$ cat src/design/sgscd_pkg.sv
// Shared types and constants for the debounced single-change detector.
package sgscd_pkg;

  localparam int unsigned GridSide = 8;
  localparam int unsigned ColW     = 3;
  localparam int unsigned ScanW    = GridSide * GridSide;
  localparam int unsigned CfgW     = 8;
  localparam int unsigned OutW     = 8;
  localparam logic [CfgW-1:0] ConfirmReset = 8'd3;

  typedef struct packed {
    logic            one;
    logic            many;
    logic [ColW-1:0] col;
    logic            placed;
    logic            eq_cand;
  } lane_res_t;

  typedef struct packed {
    logic            single;
    logic            eq_cand;
    logic [ColW-1:0] col;
    logic [ColW-1:0] row;
    logic            placed;
  } merge_res_t;

endpackage

$ cat src/design/sgscd_lane.sv
// One grid row: change detection against the board and candidate match.
module sgscd_lane (
  input  logic [sgscd_pkg::GridSide-1:0] scan_i,
  input  logic [sgscd_pkg::GridSide-1:0] board_i,
  input  logic [sgscd_pkg::GridSide-1:0] cand_i,
  output sgscd_pkg::lane_res_t           res_o
);

  logic [sgscd_pkg::GridSide-1:0] diff;
  logic [sgscd_pkg::ColW-1:0]     col;
  logic                           one;

  assign diff = scan_i ^ board_i;
  assign one  = (diff != '0) && ((diff & (diff - 1'b1)) == '0);

  always_comb begin
    col = '0;
    for (int unsigned i = 0; i < sgscd_pkg::GridSide; i++) begin
      if (diff[i]) begin
        col = col | sgscd_pkg::ColW'(i);
      end
    end
  end

  assign res_o.one     = one;
  assign res_o.many    = (diff != '0) && !one;
  assign res_o.col     = col;
  assign res_o.placed  = |(scan_i & diff);
  assign res_o.eq_cand = (scan_i == cand_i);

endmodule

$ cat src/design/sgscd_merge.sv
// Combine the row lanes into one grid-wide verdict and square position.
module sgscd_merge (
  input  sgscd_pkg::lane_res_t [sgscd_pkg::GridSide-1:0] lane_i,
  output sgscd_pkg::merge_res_t                          res_o
);

  logic [sgscd_pkg::GridSide-1:0] one_v;
  logic [sgscd_pkg::GridSide-1:0] many_v;
  logic [sgscd_pkg::GridSide-1:0] eq_v;
  logic [sgscd_pkg::ColW-1:0]     row;
  logic [sgscd_pkg::ColW-1:0]     col;
  logic                           placed;

  always_comb begin
    row    = '0;
    col    = '0;
    placed = 1'b0;
    for (int unsigned i = 0; i < sgscd_pkg::GridSide; i++) begin
      one_v[i]  = lane_i[i].one;
      many_v[i] = lane_i[i].many;
      eq_v[i]   = lane_i[i].eq_cand;
      if (lane_i[i].one) begin
        row    = row | sgscd_pkg::ColW'(i);
        col    = col | lane_i[i].col;
        placed = placed | lane_i[i].placed;
      end
    end
  end

  assign res_o.single  = (one_v != '0) && ((one_v & (one_v - 1'b1)) == '0) && (many_v == '0);
  assign res_o.eq_cand = &eq_v;
  assign res_o.col     = col;
  assign res_o.row     = row;
  assign res_o.placed  = placed;

endmodule

$ cat src/design/sensor_grid_single_change_debounce.sv
// Top level of the debounced single-change detector for an 8x8 sensor grid.
// Takes one 64-bit scan per clock cycle when not stalled, gives at most one
// result per scan, registered in the next cycle. Eight row lanes compare the
// scan with the stored board and the candidate in the same cycle, and the
// merge stage finds the single changed square; the state update for the next
// scan closes in that cycle. s_axis_tready is low only while a result waits in
// the output register and m_axis_tready is low. The first scan after reset
// loads the board and gives no result. confirm_scans may only be written while
// no scan is in flight.
module sensor_grid_single_change_debounce (
  input  logic                            clk_i,
  input  logic                            rst_ni,
  input  logic                            cfg_we_i,
  input  logic [sgscd_pkg::CfgW-1:0]      cfg_wdata_i,   // confirm_scans
  input  logic                            s_axis_tvalid,
  output logic                            s_axis_tready,
  input  logic [sgscd_pkg::ScanW-1:0]     s_axis_tdata,  // [63:0] scan_bits
  output logic                            m_axis_tvalid,
  input  logic                            m_axis_tready,
  output logic [sgscd_pkg::OutW-1:0]      m_axis_tdata   // [2:0] square_column,
                                                         // [5:3] square_row,
                                                         // [6] piece_placed, [7] zero
);

  localparam int unsigned G = sgscd_pkg::GridSide;

  logic [sgscd_pkg::CfgW-1:0]  confirm_q;
  logic [sgscd_pkg::ScanW-1:0] board_q, board_d;
  logic [sgscd_pkg::ScanW-1:0] cand_q, cand_d;
  logic                        loaded_q, loaded_d;
  logic                        confirming_q, confirming_d;
  logic [sgscd_pkg::CfgW-1:0]  agree_q, agree_d;
  logic [sgscd_pkg::CfgW-1:0]  agree_inc;
  logic                        out_valid_q;
  logic [sgscd_pkg::OutW-1:0]  out_data_q;
  logic                        emit;
  logic                        take;

  sgscd_pkg::lane_res_t [G-1:0] lane_res;
  sgscd_pkg::merge_res_t        merged;

  for (genvar r = 0; r < G; r++) begin : g_lane
    sgscd_lane u_lane (
      .scan_i  (s_axis_tdata[r*G +: G]),
      .board_i (board_q[r*G +: G]),
      .cand_i  (cand_q[r*G +: G]),
      .res_o   (lane_res[r])
    );
  end

  sgscd_merge u_merge (
    .lane_i (lane_res),
    .res_o  (merged)
  );

  assign s_axis_tready = !out_valid_q || m_axis_tready;
  assign take          = s_axis_tvalid && s_axis_tready;
  assign agree_inc     = agree_q + 1'b1;

  always_comb begin
    board_d      = board_q;
    cand_d       = cand_q;
    loaded_d     = loaded_q;
    confirming_d = confirming_q;
    agree_d      = agree_q;
    emit         = 1'b0;
    if (take) begin
      if (!loaded_q) begin
        board_d  = s_axis_tdata;
        loaded_d = 1'b1;
      end else if (confirming_q) begin
        if (!merged.eq_cand) begin
          confirming_d = 1'b0;
          agree_d      = '0;
        end else if (agree_inc >= confirm_q) begin
          emit         = 1'b1;
          board_d      = cand_q;
          confirming_d = 1'b0;
          agree_d      = '0;
        end else begin
          agree_d = agree_inc;
        end
      end else if (merged.single) begin
        cand_d  = s_axis_tdata;
        agree_d = '0;
        if (confirm_q == '0) begin
          emit    = 1'b1;
          board_d = s_axis_tdata;
        end else begin
          confirming_d = 1'b1;
        end
      end
    end
  end

  always_ff @(posedge clk_i or negedge rst_ni) begin
    if (!rst_ni) begin
      confirm_q    <= sgscd_pkg::ConfirmReset;
      board_q      <= '0;
      cand_q       <= '0;
      loaded_q     <= 1'b0;
      confirming_q <= 1'b0;
      agree_q      <= '0;
      out_valid_q  <= 1'b0;
    end else begin
      if (cfg_we_i) begin
        confirm_q <= cfg_wdata_i;
      end
      board_q      <= board_d;
      cand_q       <= cand_d;
      loaded_q     <= loaded_d;
      confirming_q <= confirming_d;
      agree_q      <= agree_d;
      if (emit) begin
        out_valid_q <= 1'b1;
      end else if (m_axis_tready) begin
        out_valid_q <= 1'b0;
      end
    end
  end

  always_ff @(posedge clk_i) begin
    if (emit) begin
      out_data_q <= {1'b0, merged.placed, merged.row, merged.col};
    end
  end

  assign m_axis_tvalid = out_valid_q;
  assign m_axis_tdata  = out_data_q;

endmodule

$ cat config.mk
export PLATFORM = sky130hd
export DESIGN_NAME = sensor_grid_single_change_debounce
export DESIGN_NICKNAME = d
export VERILOG_FILES = /design/src/design/sgscd_pkg.sv /design/src/design/sgscd_lane.sv /design/src/design/sgscd_merge.sv /design/src/design/sensor_grid_single_change_debounce.sv
export SDC_FILE = /design/constraint.sdc
export NUM_CORES = 1
export LEC_CHECK = 0
export ABC_CLOCK_PERIOD_IN_PS = 3400
export BUFFER_PORTS_ARGS = -buffer_cell sky130_fd_sc_hd__buf_4
export CORE_ASPECT_RATIO = 0.6
export CORE_MARGIN = 2
export CORE_UTILIZATION = 55
export DETAILED_ROUTE_END_ITERATION = 10
export HOLD_SLACK_MARGIN = 0.12
export PLACE_DENSITY_LB_ADDON = 0.05
export SYNTH_ARGS = -nofsm -noshare
export SYNTH_HDL_FRONTEND = slang
export SYNTH_SLANG_ARGS = --single-unit
$ cat constraint.sdc
create_clock -name clk_i -period 3.4 [get_ports clk_i]
set_input_delay 0.34 -clock clk_i [delete_from_list [all_inputs] [get_ports clk_i]]
set_output_delay 0.34 -clock clk_i [all_outputs]
set_load 0.005 [all_outputs]
==> results of run 1 <==
==> sequential cells by signal (all words and copies together) (netlist names) <==
signal         cells
board_q           64
cand_q            64
agree_q            8
confirm_q          8
m_axis_tdata       7
confirming_q       1
loaded_q           1
m_axis_tvalid      1
==> worst register-to-register path: cells and delay by family (launching register included) <==
| kind | cells | cell delay [ps] |
|---|---|---|
| AOI/OAI and AO/OA | 3 | 620 |
| buffers and inverters | 3 | 460 |
| adders and majority gates | 1 | 320 |
| muxes | 1 | 330 |
| DFF | 1 | 380 |
| and+or+nand+nor | 4 | 1090 |
==> power breakdown <==
| group | switching, mW | leakage [nW] | internal [mW] |
|---|---|---|---|
| registers | 0.0621 | 1.89 | 1.97 |
| logic | 1.02 | 4.26 | 0.655 |
| clock network | 0.820 | 0.292 | 1.21 |
==> kinds of logic after synthesis <==
family	Yosys count	synth area share, %
compound gates	270	18.4
simple gates	191	10.5
xor+xnor	66	5.34
mux	132	14.4
buf+inv	159	6.38
flops	154	35.9
other cells	1	0.0346
fa+ha+maj	80	9.10
==> routing by layer <==
metal  track usage, %  up-vias  wire length (um)
li1                 -     4279                 -
met1             51.3     4684             16100
met2             42.3      526             13300
met3             8.40       46              3500
met4             7.99        0               505
met5                0        -                 0
==> final cells by class <==
class / count / area (sq um)
Multi-Input combinational cell: 740 / 6470
Fill cell: 1533 / 6110
Sequential cell: 154 / 3890
Timing Repair Buffer: 165 / 1440
Clock buffer: 23 / 510
Tap cell: 266 / 333
Inverter: 86 / 323
Clock inverter: 9 / 109
==> placed cells by master (no fill, tap or decap), types with 20 or more instances in the layout <==
cell type / synthesis / final
sky130_fd_sc_hd__xor2_1: 35 / 35
sky130_fd_sc_hd__buf_4: 9 / 143
sky130_fd_sc_hd__a221oi_1: 66 / 66
sky130_fd_sc_hd__clkbuf_16: 0 / 20
sky130_fd_sc_hd__ha_1: 73 / 68
sky130_fd_sc_hd__a21oi_1: 26 / 23
sky130_fd_sc_hd__mux2i_1: 72 / 72
sky130_fd_sc_hd__nor4_1: 29 / 28
sky130_fd_sc_hd__dfrtp_1: 145 / 145
sky130_fd_sc_hd__xnor2_1: 31 / 30
sky130_fd_sc_hd__mux2_4: 43 / 43
sky130_fd_sc_hd__nand2_1: 32 / 31
sky130_fd_sc_hd__nand3_1: 23 / 23
sky130_fd_sc_hd__a31oi_1: 70 / 68
sky130_fd_sc_hd__inv_1: 85 / 85
sky130_fd_sc_hd__nand4_1: 32 / 32
==> metrics by stage <==
stage          setup WS (ps)  util (%)  setup TNS, ps  cell area [sq um]  total power, mW
2_1_floorplan           3.47         -              0              10800             3.00
3_3_place_gp           -19.6      63.1           -392              12100             3.57
3_5_place_dp            -110      63.1          -5200              12100             3.60
4_1_cts                0.588      67.0              0              12900             5.62
5_1_grt                -25.2      68.1           -294              13100             5.97
6_report                79.1      68.1              0              13100             5.73
==> worst max-delay path by stage <==
stage / from / end / slack (ps) / cells past startpoint
after detailed placement: s_axis_tdata[3] / cand_q[26]$_DFFE_PN0P_ / -110 / 11
after global routing: board_q[10]$_DFFE_PN0P_ / board_q[48]$_DFFE_PN0P_ / -30 / 11
after floorplan: board_q[9]$_DFFE_PN0P_ / m_axis_tdata[0]$_DFFE_PP_ / 3 / 13
after CTS: board_q[35]$_DFFE_PN0P_ / cand_q[21]$_DFFE_PN0P_ / 0.6 / 12
final: board_q[10]$_DFFE_PN0P_ / cand_q[62]$_DFFE_PN0P_ / 80 / 12
after global placement: s_axis_tdata[2] / cand_q[30]$_DFFE_PN0P_ / -20 / 11
==> what timing repair did <==
item / CTS / global route
gates resized for setup: 4 / 26
gates cloned: 1 / 1
endpoints found under the setup margin: 58 / 135
endpoints found under the hold margin: 60 / 0
hold buffers: 8 / 0
pin swaps: 2 / 3
buffers inserted: 1 / 4
==> impl_metrics.ini, run 1 <==
[timing]
layout_worst_path_cycle_share_pct = 97.7
fmax_mhz = 301
finalHoldViolCount = 0
worst-slew-pin-transition_ps = 738
post-route-min-period_ps = 3320
hold_slack_ps = 130
setup_repair_after_global_routing_missed_its_margin = true
worst_clock_skew_ps = 10.0
slew_viol_final = 0
final-setup-viol-count = 0
timing.slew.headroom_pct = 50.8

[worst_setup_path]
worst-endpoint-required_ps = 3730
critical_path_buf_inv_count = 3
timing.reg2reg.worst_path_depth = 12
endpoint_kind = flip-flop
timing.critical_path.slowest_stage_cell = sky130_fd_sc_hd__or4_4
stage_delay_of_the_slowest_cell_on_the_critical_path_ps = 530
critical_path.startpoint_type = flip-flop
r2r-end = cand_q[62]$_DFFE_PN0P_
list_of_cells_traversed_by_the_critical_path = inv_1 -> ha_1 -> and4_2 -> a21oi_1 -> a32o_2 -> o211ai_1 -> or4_4 -> nand4_4 -> nand4_1 -> buf_6 -> clkbuf_16 -> mux2_4
rrSetupSlack_ps = 80
worst_flop_to_flop_path_startpoint = board_q[10]$_DFFE_PN0P_
arrival_time_of_the_worst_setup_path_ps = 3650
worstPathMaxFanout = 15
timing_worst_setup_path_type = reg -> reg
largest_delay_contributor_family_on_the_critical_path = simple AND/OR/NAND/NOR gates

[worst_hold_path]
hold_path_startpoint = cfg_wdata_i[0]
worstHoldPathCells = 2
holdCritPathClass = in -> reg
hold_end = confirm_q[0]$_DFFE_PN1P_

[logic_synthesis]
synth_top_cell_by_area = sky130_fd_sc_hd__dfrtp_1
synth_nets = 1203
synth_top_flop_cell = sky130_fd_sc_hd__dfrtp_1
synth_top_area_share_pct = 33.5
synthesis.yosys.warnings = 0
commonest_cells_in_the_synthesized_netlist = sky130_fd_sc_hd__dfrtp_1 (145), sky130_fd_sc_hd__inv_1 (85), sky130_fd_sc_hd__ha_1 (73)
syn_inst = 1053
synth-edff-count = 7
avgSynthCellArea_sq_um = 10.3
postSynth.asyncResetShare_pct = 95.5
synth_seq_area_share_pct = 35.9
synth-seq-cells = 154
netlist-cell-type-count = 79
synth.top_cells.by_area = sky130_fd_sc_hd__dfrtp_1 (33%), sky130_fd_sc_hd__ha_1 (8.4%), sky130_fd_sc_hd__mux2i_1 (6.7%), sky130_fd_sc_hd__mux2_4 (6.0%), sky130_fd_sc_hd__a221oi_1 (5.3%)
netlist_area_sq_um = 10800
most_numerous_cell_in_the_yosys_netlist = sky130_fd_sc_hd__dfrtp_1

[run]
max-cap-violations = 0

[drt]
wirelength_um = 33400
final_antenna_net_count = 0
route.vias.total = 9535
wl_per_cell_um = 23.2
detail_route.first_pass.iterations = 5
initialDrtViolationCount = 1166
drcViolationCount = 0
vias_per_cell = 6.61

[place]
numPlacedInstances = 1396
placement.io_buffers = 85
dp.final_hpwl_um = 22900
place_congestion = 0.944

[pwr]
power_density_nw_per_um2 = 438
p_leak_nw = 6.44
max-vdd-ir-drop_mv = 0.492

[final_layout]
layout.cells.non_filler = 1443
layout.nets = 1314
area_overhead_of_the_layout_relative_to_synthesis_pct = 20.6
antenna_diodes = 0
final_layout_size_suffix_gt1_share_pct = 24.6

[clock_tree]
clock_latency_ps = 450
cts_tree = built
clock_sink_count = 154
clk_pin_slew_ps = 70
cts_root_buf = sky130_fd_sc_hd__clkbuf_16
cts_buffers = 17
clock_path_buffers = 2
htree_num_levels = 4

[outcome]
run_status = complete, no violations

[global_routing]
sum_of_overflow_across_all_layers_after_global_routing = 0
grt_first_pass_wirelength_um = 50600
grt_antenna_before_repair = 0
groute.usage.overall_pct = 32.1
first_global_vias = 8639
maximum_number_of_pins_on_one_net_before_global_route_repair = 129

[die]
dieArea_sq_um = 20900
floorplan.initialDensity_pct = 56.5
die_w_um = 185
die_height_um = 113
fp.coreArea_sq_um = 19200
fp-row-count = 39
total_i_o_pin_count = 87
(Power assumes the default switching activity.)
==> inputs of run 2 (changes only) <==
CORE_UTILIZATION = 45   (was 55)
==> impl_metrics.ini, run 2 (synthesized netlist as in run 1, its figures left out) <==
[timing]
worst_clock_skew_ps = 12.1
setup_repair_after_global_routing_missed_its_margin = true
post-route-min-period_ps = 3330
layout_worst_path_cycle_share_pct = 97.9
final-setup-viol-count = 0
fmax_mhz = 300
timing.slew.headroom_pct = 54.8
final.setup.tns_ps = 0
finalHoldViolCount = 0
worst-slew-pin-transition_ps = 677
slew_viol_final = 0

[global_routing]
sum_of_overflow_across_all_layers_after_global_routing = 0
grt_first_pass_wirelength_um = 53000
groute.usage.overall_pct = 28.2
maximum_number_of_pins_on_one_net_before_global_route_repair = 129
grt_antenna_before_repair = 1
first_global_vias = 8512

[clock_tree]
cts_root_buf = sky130_fd_sc_hd__clkbuf_16
clock_sink_count = 154
clock_path_buffers = 2
clock_latency_ps = 450
cts_tree = built
clk_pin_slew_ps = 60
cts_buffers = 17
htree_num_levels = 4

[die]
fp-row-count = 43
floorplan.initialDensity_pct = 46.4
die_height_um = 124
dieArea_sq_um = 25400
fp.coreArea_sq_um = 23300
total_i_o_pin_count = 87
die_w_um = 204

[drt]
wl_per_cell_um = 23.2
final_antenna_net_count = 0
wirelength_um = 34700
detail_route.first_pass.iterations = 7
drcViolationCount = 0
initialDrtViolationCount = 743
vias_per_cell = 6.19
route.vias.total = 9288

[final_layout]
final_layout_size_suffix_gt1_share_pct = 25.0
antenna_diodes = 0
nFillCells = 2109
finalCoreUtilization_pct = 56.2
most_common_cell_after_layout_fill_and_taps_aside = sky130_fd_sc_hd__buf_4
final_cell_mix = sky130_fd_sc_hd__buf_4 (147), sky130_fd_sc_hd__dfrtp_1 (144), sky130_fd_sc_hd__inv_1 (85)
seqCellArea_sq_um = 3890
multi_input_area_sq_um = 6420
layout.nets = 1323
layout.cells.non_filler = 1500
area_overhead_of_the_layout_relative_to_synthesis_pct = 21.2
reg_top3 = board_q: 64 flops, cand_q: 64 flops

[pwr]
power_density_nw_per_um2 = 432
max-vdd-ir-drop_mv = 0.332
p_leak_nw = 6.49

[worst_setup_path]
r2r-end = board_q[34]$_DFFE_PN0P_
critical_path.startpoint_type = flip-flop
stage_delay_of_the_slowest_cell_on_the_critical_path_ps = 600
timing_worst_setup_path_type = reg -> reg
worst-endpoint-required_ps = 3770
timing.reg2reg.worst_path_depth = 11
endpoint_kind = flip-flop
worst_flop_to_flop_path_startpoint = board_q[31]$_DFFE_PN0P_
worstPathMaxFanout = 20
arrival_time_of_the_worst_setup_path_ps = 3700
rrSetupSlack_ps = 70
largest_delay_contributor_family_on_the_critical_path = simple AND/OR/NAND/NOR gates
critical_path_buf_inv_count = 2
list_of_cells_traversed_by_the_critical_path = inv_1 -> ha_1 -> nand2_1 -> a21o_1 -> a211oi_1 -> nand3_1 -> or4b_4 -> nor4b_4 -> buf_4 -> a221oi_1 -> a31oi_1
timing.critical_path.slowest_stage_cell = sky130_fd_sc_hd__or4b_4

[worst_hold_path]
worstHoldPathCells = 2
holdCritPathClass = in -> reg
hold_end = confirm_q[1]$_DFFE_PN1P_
hold_path_startpoint = cfg_we_i

[place]
place_congestion = 0.884
placement.io_buffers = 85
dp.final_hpwl_um = 24700
numPlacedInstances = 1456

[run]
max-cap-violations = 0

[outcome]
run_status = complete, no violations
-- run 2: where the power goes --
part / leakage, nW / switching (mW) / total, mW / internal (mW)
Sequential: 1.89 / 0.0612 / 2.03 / 1.97
Clock: 0.279 / 0.803 / 1.93 / 1.13
Combinational: 4.32 / 1.03 / 1.72 / 0.690
Total: 6.49 / 1.89 / 5.68 / 3.79
-- run 2: area by class of cell --
cell class	instances	share of cell area (%)
Timing Repair Buffer	174	11.7
Clock inverter	8	0.724
Inverter	86	2.46
Multi-Input combinational cell	740	48.9
Sequential cell	154	29.6
Tap cell	315	3.00
Clock buffer	23	3.64
-- run 2: worst register-to-register path, cell delays in order, from the launching register on --
cell and delay (ps):
sky130_fd_sc_hd__dfrtp_1 350, sky130_fd_sc_hd__inv_1 50, sky130_fd_sc_hd__ha_1 430, sky130_fd_sc_hd__nand2_1 140, sky130_fd_sc_hd__a21o_1 210, sky130_fd_sc_hd__a211oi_1 320, sky130_fd_sc_hd__nand3_1 130, sky130_fd_sc_hd__or4b_4 600
sky130_fd_sc_hd__nor4b_4 310, sky130_fd_sc_hd__buf_4 360, sky130_fd_sc_hd__a221oi_1 150, sky130_fd_sc_hd__a31oi_1 180
-- run 2: timing repair --
action                     CTS  global route
hold endpoints to repair    36             0
resized for setup            5            24
gates cloned                 1             1
hold buffers                 9             0
setup endpoints to repair   38           136
pin swaps                    1             6
setup buffers                1             1
-- run 2: how the worst max path moves through the flow --
stage | start | end | slack, ps | depth (start not counted)
6_report | board_q[31]$_DFFE_PN0P_ | board_q[34]$_DFFE_PN0P_ | 70 | 11
5_1_grt | board_q[32]$_DFFE_PN0P_ | board_q[19]$_DFFE_PN0P_ | -90 | 13
4_1_cts | board_q[33]$_DFFE_PN0P_ | m_axis_tdata[3]$_SDFFCE_PP1P_ | 9 | 12
3_5_place_dp | s_axis_tdata[35] | cand_q[55]$_DFFE_PN0P_ | -100 | 11
3_3_place_gp | s_axis_tdata[33] | m_axis_tdata[0]$_DFFE_PP_ | -90 | 11
2_1_floorplan | board_q[9]$_DFFE_PN0P_ | m_axis_tdata[0]$_DFFE_PP_ | 3 | 13
-- run 2: per-stage QoR --
step / setup slack [ps] / total power, mW / hold WS (ps) / area, sq um
floorplan: 3.47 / 3.00 / 44.4 / 10800
global placement: -88.4 / 3.68 / 221 / 12300
detailed placement: -96.3 / 3.69 / 222 / 12300
CTS: 9.22 / 5.65 / 141 / 13000
global route: -86.1 / 5.96 / 150 / 13100
finish: 71.6 / 5.68 / 153 / 13100
-- run 2: metal layers --
layer | vias to the layer above | wire length (um) | GRT usage, %
li1 | 4313 | - | -
met1 | 4588 | 17800 | 45.1
met2 | 353 | 13700 | 36.5
met3 | 30 | 2780 | 7.17
met4 | 4 | 352 | 6.52
met5 | - | 128 | 3.37
